--- config.mk ---
export PLATFORM = sky130hd
export DESIGN_NAME = fvpu_div
export DESIGN_NICKNAME = d
export VERILOG_FILES = /design/src/design/fvpu_pkg.sv /design/src/design/fvpu_div.sv
export SDC_FILE = /design/constraint.sdc
export NUM_CORES = 2
export LEC_CHECK = 0
export BUFFER_PORTS_ARGS = -buffer_cell sky130_fd_sc_hd__buf_2
export CAP_MARGIN = 0
export CORE_MARGIN = 5
export CORE_UTILIZATION = 50
export CTS_BUF_LIST = sky130_fd_sc_hd__clkbuf_8
export DETAILED_ROUTE_END_ITERATION = 8
export GPL_TIMING_DRIVEN = 0
export HOLD_SLACK_MARGIN = 0.1
export PLACE_DENSITY = 0.66
export SYNTH_ARGS = -nofsm -noshare
export SYNTH_HDL_FRONTEND = slang
export SYNTH_SLANG_ARGS = --single-unit
export TNS_END_PERCENT = 20
--- constraint.sdc ---
create_clock -name clk -period 14.8 [get_ports clk]
set_input_delay 0.74 -clock clk [delete_from_list [all_inputs] [get_ports clk]]
set_output_delay 0.74 -clock clk [all_outputs]
set_load 0.05 [all_outputs]
--- src/design/fvpu_pkg.sv ---
// ----------------------------------------------------------------------------
// fvpu_pkg
// Types, constants and helpers for the face velocity pressure update.
// ----------------------------------------------------------------------------
package fvpu_pkg;

  localparam int CFG_INDEX_W = 8;

  localparam logic [CFG_INDEX_W-1:0] REG_STEP_OVER_SPACING = 8'd0;
  localparam logic [CFG_INDEX_W-1:0] REG_SURFACE_SCALE     = 8'd1;
  localparam logic [CFG_INDEX_W-1:0] REG_SURFACE_ON        = 8'd2;
  localparam logic [CFG_INDEX_W-1:0] REG_WEIGHT_FLOOR      = 8'd3;

  localparam logic [31:0] STEP_OVER_SPACING_RESET = 32'd65536;
  localparam logic [31:0] SURFACE_SCALE_RESET     = 32'd65536;
  localparam logic [16:0] WEIGHT_FLOOR_RESET      = 17'd655;  // 0.01

  // divider: 34 quotient bits, two guard bits so each stage retires four
  localparam int DIV_STAGES     = 9;
  localparam int DIV_STEPS      = 4;
  localparam int DIV_Q_W        = DIV_STAGES * DIV_STEPS;

  typedef struct packed {
    logic               edge_face;
    logic [16:0]        open_weight;
    logic [16:0]        wet_weight;
    logic signed [31:0] old_velocity;
    logic               back_inside;
    logic signed [31:0] back_pressure;
    logic signed [31:0] back_surface_pressure;
    logic               front_inside;
    logic signed [31:0] front_pressure;
    logic signed [31:0] front_surface_pressure;
  } in_t;

  typedef struct packed {
    logic signed [31:0] new_velocity;
    logic               face_valid;
  } out_t;

  // what rides along the divider
  typedef struct packed {
    logic signed [31:0] old_velocity;
    logic               neg;
    logic               zero;
  } side_t;

  function automatic logic signed [31:0] sat32(input logic signed [63:0] v);
    if (v > 64'sd2147483647) begin
      return 32'sh7fffffff;
    end else if (v < -64'sd2147483648) begin
      return 32'sh80000000;
    end else begin
      return v[31:0];
    end
  endfunction

endpackage

--- src/design/fvpu_div.sv ---
// ----------------------------------------------------------------------------
// fvpu_div
// Pipelined restoring divider, 65-bit dividend by 17-bit divisor; a quotient
// of 2^34 or more is flagged as ovf, four quotient bits per stage.
// ----------------------------------------------------------------------------
module fvpu_div (
  input  logic                      clk,
  input  logic                      rst,
  input  logic                      en,
  input  logic                      in_v,
  input  logic [64:0]               num,
  input  logic [16:0]               theta,
  input  fvpu_pkg::side_t           side_in,
  output logic                      out_v,
  output logic [fvpu_pkg::DIV_Q_W-1:0] q,
  output logic                      ovf,
  output fvpu_pkg::side_t           side_out
);
  import fvpu_pkg::*;

  typedef struct packed {
    logic [16:0]        r;
    logic [DIV_Q_W-1:0] dvd;
    logic [DIV_Q_W-1:0] q;
    logic               ovf;
    logic [16:0]        theta;
    side_t              side;
  } dstage_t;

  logic    v   [DIV_STAGES+1];
  dstage_t st  [DIV_STAGES+1];

  function automatic dstage_t div_step(input dstage_t x);
    dstage_t    y;
    logic [17:0] r2;
    y = x;
    for (int k = 0; k < DIV_STEPS; k++) begin
      r2    = {y.r, y.dvd[DIV_Q_W-1]};
      y.dvd = {y.dvd[DIV_Q_W-2:0], 1'b0};
      if (r2 >= {1'b0, y.theta}) begin
        r2  = r2 - {1'b0, y.theta};
        y.q = {y.q[DIV_Q_W-2:0], 1'b1};
      end else begin
        y.q = {y.q[DIV_Q_W-2:0], 1'b0};
      end
      y.r = r2[16:0];
    end
    return y;
  endfunction

  always_ff @(posedge clk) begin
    if (rst) begin
      for (int s = 0; s <= DIV_STAGES; s++) v[s] <= 1'b0;
    end else if (en) begin
      v[0] <= in_v;
      for (int s = 1; s <= DIV_STAGES; s++) v[s] <= v[s-1];
    end
  end

  always_ff @(posedge clk) begin
    if (en) begin
      // high part below theta means the quotient fits in 34 bits
      st[0].ovf   <= (num[64:34] >= {14'b0, theta});
      st[0].r     <= num[50:34];
      st[0].dvd   <= {num[33:0], 2'b00};
      st[0].q     <= '0;
      st[0].theta <= theta;
      st[0].side  <= side_in;
      for (int s = 1; s <= DIV_STAGES; s++) st[s] <= div_step(st[s-1]);
    end
  end

  assign out_v    = v[DIV_STAGES];
  assign q        = st[DIV_STAGES].q;
  assign ovf      = st[DIV_STAGES].ovf;
  assign side_out = st[DIV_STAGES].side;

endmodule

==> impl_metrics.json <==
{
  "mostFrequentLayoutCells": "1008 x edfxtp_1, 627 x ha_1, 447 x inv_1",
  "final_common_cell": "edfxtp_1",
  "slowest_delay_ns": 0.74,
  "layout_min_cycle_time_ns": 13.92,
  "cts_buffers": 167,
  "max_cap_viol_count": 0,
  "finalHoldViolCount": 0,
  "async_reset_ff_share_pct": 0,
  "path_clk_slew_ns": 0.06,
  "period_share_pct": 94.05,
  "gr-usage-met2_pct": 37.97,
  "ff2ff_path_depth": 47,
  "dieHeight_um": 373.6,
  "critPathMostFrequentCell": "a21oi_1",
  "core_area_mm2": 0.1315,
  "crit_path_end_kind": "flip-flop",
  "clock_tree.buffer_depth": 3,
  "crit_type": "flip-flop to flip-flop",
  "synthTopCellsByArea": "edfxtp_1 46%, ha_1 12%, mux2_2 4.7%",
  "num_rows": 133,
  "yosysSeqAreaShare_pct": 45.78,
  "finalClockSkew_ns": 0.04040,
  "r2r_slack_ns": 0.88,
  "hold_depth": 1,
  "worstSkewPairLatency_ns": 0.92,
  "cts_tree": "done",
  "syn2layout_area_growth_pct": 11.64,
  "critPathTopFamily": "compound AO/OA/AOI/OAI gates",
  "cp_data_arrival_time_ns": 14.50,
  "setup_viol": 0,
  "slew_viol_final": 0,
  "crit_path_top_delay_cell": "a211oi_1",
  "viasPerCell": 5.746,
  "hold_start": "en",
  "hold_end": "st[1][26]",
  "post_cts_buffers": 0,
  "start_util_pct": 50.29,
  "synth_ff_type": "edfxtp_1",
  "drtIter0Drc": 3468,
  "dr_total_vias": 48155,
  "grt.busiest_layer": "met2",
  "drc": 0,
  "critical_path_buf_inv_count": 9,
  "timing.fmax_ghz": 0.07184,
  "grtUsageMet1_pct": 28.18,
  "status": "finished, final reports clean",
  "cts_sinks": 1008,
  "netlist_area_mm2": 0.06612,
  "syn_inst": 6023,
  "nNetsFinal": 7275,
  "multiInputGateArea_mm2": 0.03396,
  "cp_max_fo": 10,
  "antenna_left": 0,
  "synth_edf_count": 1008,
  "min_path_type": "input port to flip-flop",
  "antenna_found_initial": 3,
  "synth_top_area_share_pct": 45.78,
  "syn_area_per_cell_um2": 10.98,
  "rr_endpoint": "st[6][137]",
  "io_buffers": 191,
  "grt_pass1_vias": 46922,
  "place_hpwl_mm": 122.3,
  "register_area_mm2": 0.03027,
  "wirelength_mm": 159.4,
  "place_area_mm2": 0.06950,
  "met3_usage_pct": 3.905,
  "grt_pass1_wl_mm": 249.4,
  "die_area_mm2": 0.1396,
  "required_ns": 15.38,
  "track_usage_pct": 22.15,
  "first_pass_iters": 6,
  "relSlewSlack_pct": 19.32,
  "syn_nets": 6805,
  "globalRouteOverflowTotal": 0,
  "boundaryPins": 192,
  "yosysWarnings": 0,
  "die_width_um": 373.6,
  "fin_area_mm2": 0.07382,
  "r2r_start": "st[5][35]",
  "grt_max_degree": 133,
  "drive_gt1_share_pct": 12.26,
  "root_buffer": "clkbuf_8",
  "yosysTopAreaCell": "edfxtp_1",
  "nFillCells": 11285,
  "wire_per_inst_um": 19.02,
  "ys_ff_latch": 1008,
  "worst_setup_path_start_kind": "flip-flop",
  "synth_cell_types": 100,
  "htreeDepth": 4,
  "gp_congestion": 0.9251,
  "rsz0062_at_grt": "false",
  "worstMarginPinSlew_ns": 1.177
}
## cells by family (layout without fill, tap and decap cells)
group	count (synthesis)	count (layout)	synth area share [%]
XOR/XNOR	429	429	5.683
AO/OA/AOI/OAI	1538	1538	15.41
AND/OR/NAND/NOR	1542	1542	11.52
buffers and inverters	499	1097	2.890
multiplexers	345	345	5.798
flip-flops	1008	1008	45.78
adder cells (fa/ha/maj)	662	662	12.92
other	0	4	0
## cells in the mapped netlist, drive strengths merged (48+ instances only)
master / number
edfxtp: 1008
ha: 627
a21oi: 413
inv: 411
nor2: 382
nand2: 363
o21ai: 316
xnor2: 284
mux2: 283
a21o: 156
xor2: 145
nor3: 137
nand3: 136
o21a: 105
nor2b: 97
nand4: 90
mux2i: 62
and2: 60
nand2b: 59
o21bai: 56
a31oi: 55
clkbuf: 54
or3: 51
o211ai: 48
## repair_timing
item | CTS | global route
endpoints found under the setup margin | 0 | 37
hold buffers | 103 | 0
endpoints found under the hold margin | 103 | 0
gates resized for setup | 0 | 8
## final cells by class
| cell class | count | share of cell area [%] |
|---|---|---|
| Multi-Input combinational cell | 4516 | 46.00 |
| Sequential cell | 1008 | 41.01 |
| Inverter | 415 | 2.110 |
| Timing Repair Buffer | 302 | 3.004 |
| Tap cell | 1755 | 2.975 |
| Antenna cell | 4 | 0.01356 |
| Clock inverter | 129 | 1.281 |
| Clock buffer | 168 | 3.132 |
| Buffer | 83 | 0.4763 |
## state kept, by name, summed over array words and instances (netlist names)
signal  flops
st        998
v          10
## through the flow
| stage | utilization [%] | std cells | setup slack [ns] | hold slack [ns] | setup TNS [ns] |
|---|---|---|---|---|---|
| after floorplan | - | 6023 | 4.017 | 0.4003 | 0 |
| after global placement | 52.69 | 7969 | -3.190 | 0.4001 | -2273.44 |
| after detailed placement | 52.87 | 7977 | 0.8002 | 0.4045 | 0 |
| after CTS | 56.13 | 8377 | 0.6729 | 0.2271 | 0 |
| after global routing | 56.15 | 8380 | 0.02685 | 0.2576 | 0 |
| final | 56.15 | 8380 | 0.8804 | 0.3159 | 0 |
## worst max path at each step
| stage | from | to | slack, ns | depth (start not counted) |
|---|---|---|---|---|
| after floorplan | st[6][35] | st[7][130] | 4.02 | 43 |
| after global placement | en | v[9] | -3.19 | 2 |
| after detailed placement | st[7][35] | st[8][133] | 0.80 | 46 |
| after CTS | st[0][35] | st[1][135] | 0.67 | 46 |
| after global routing | st[5][35] | st[6][137] | 0.03 | 47 |
| final | st[5][35] | st[6][137] | 0.88 | 47 |
## metal layers
layer,routed length (um),share of wire [%]
met5,0,0
met4,5527,3.5
met3,8290,5.2
met2,76730,48
met1,68820,43
Power is not shown: default switching activity piles up to over one toggle a cycle in this logic, so the estimate is an artifact.
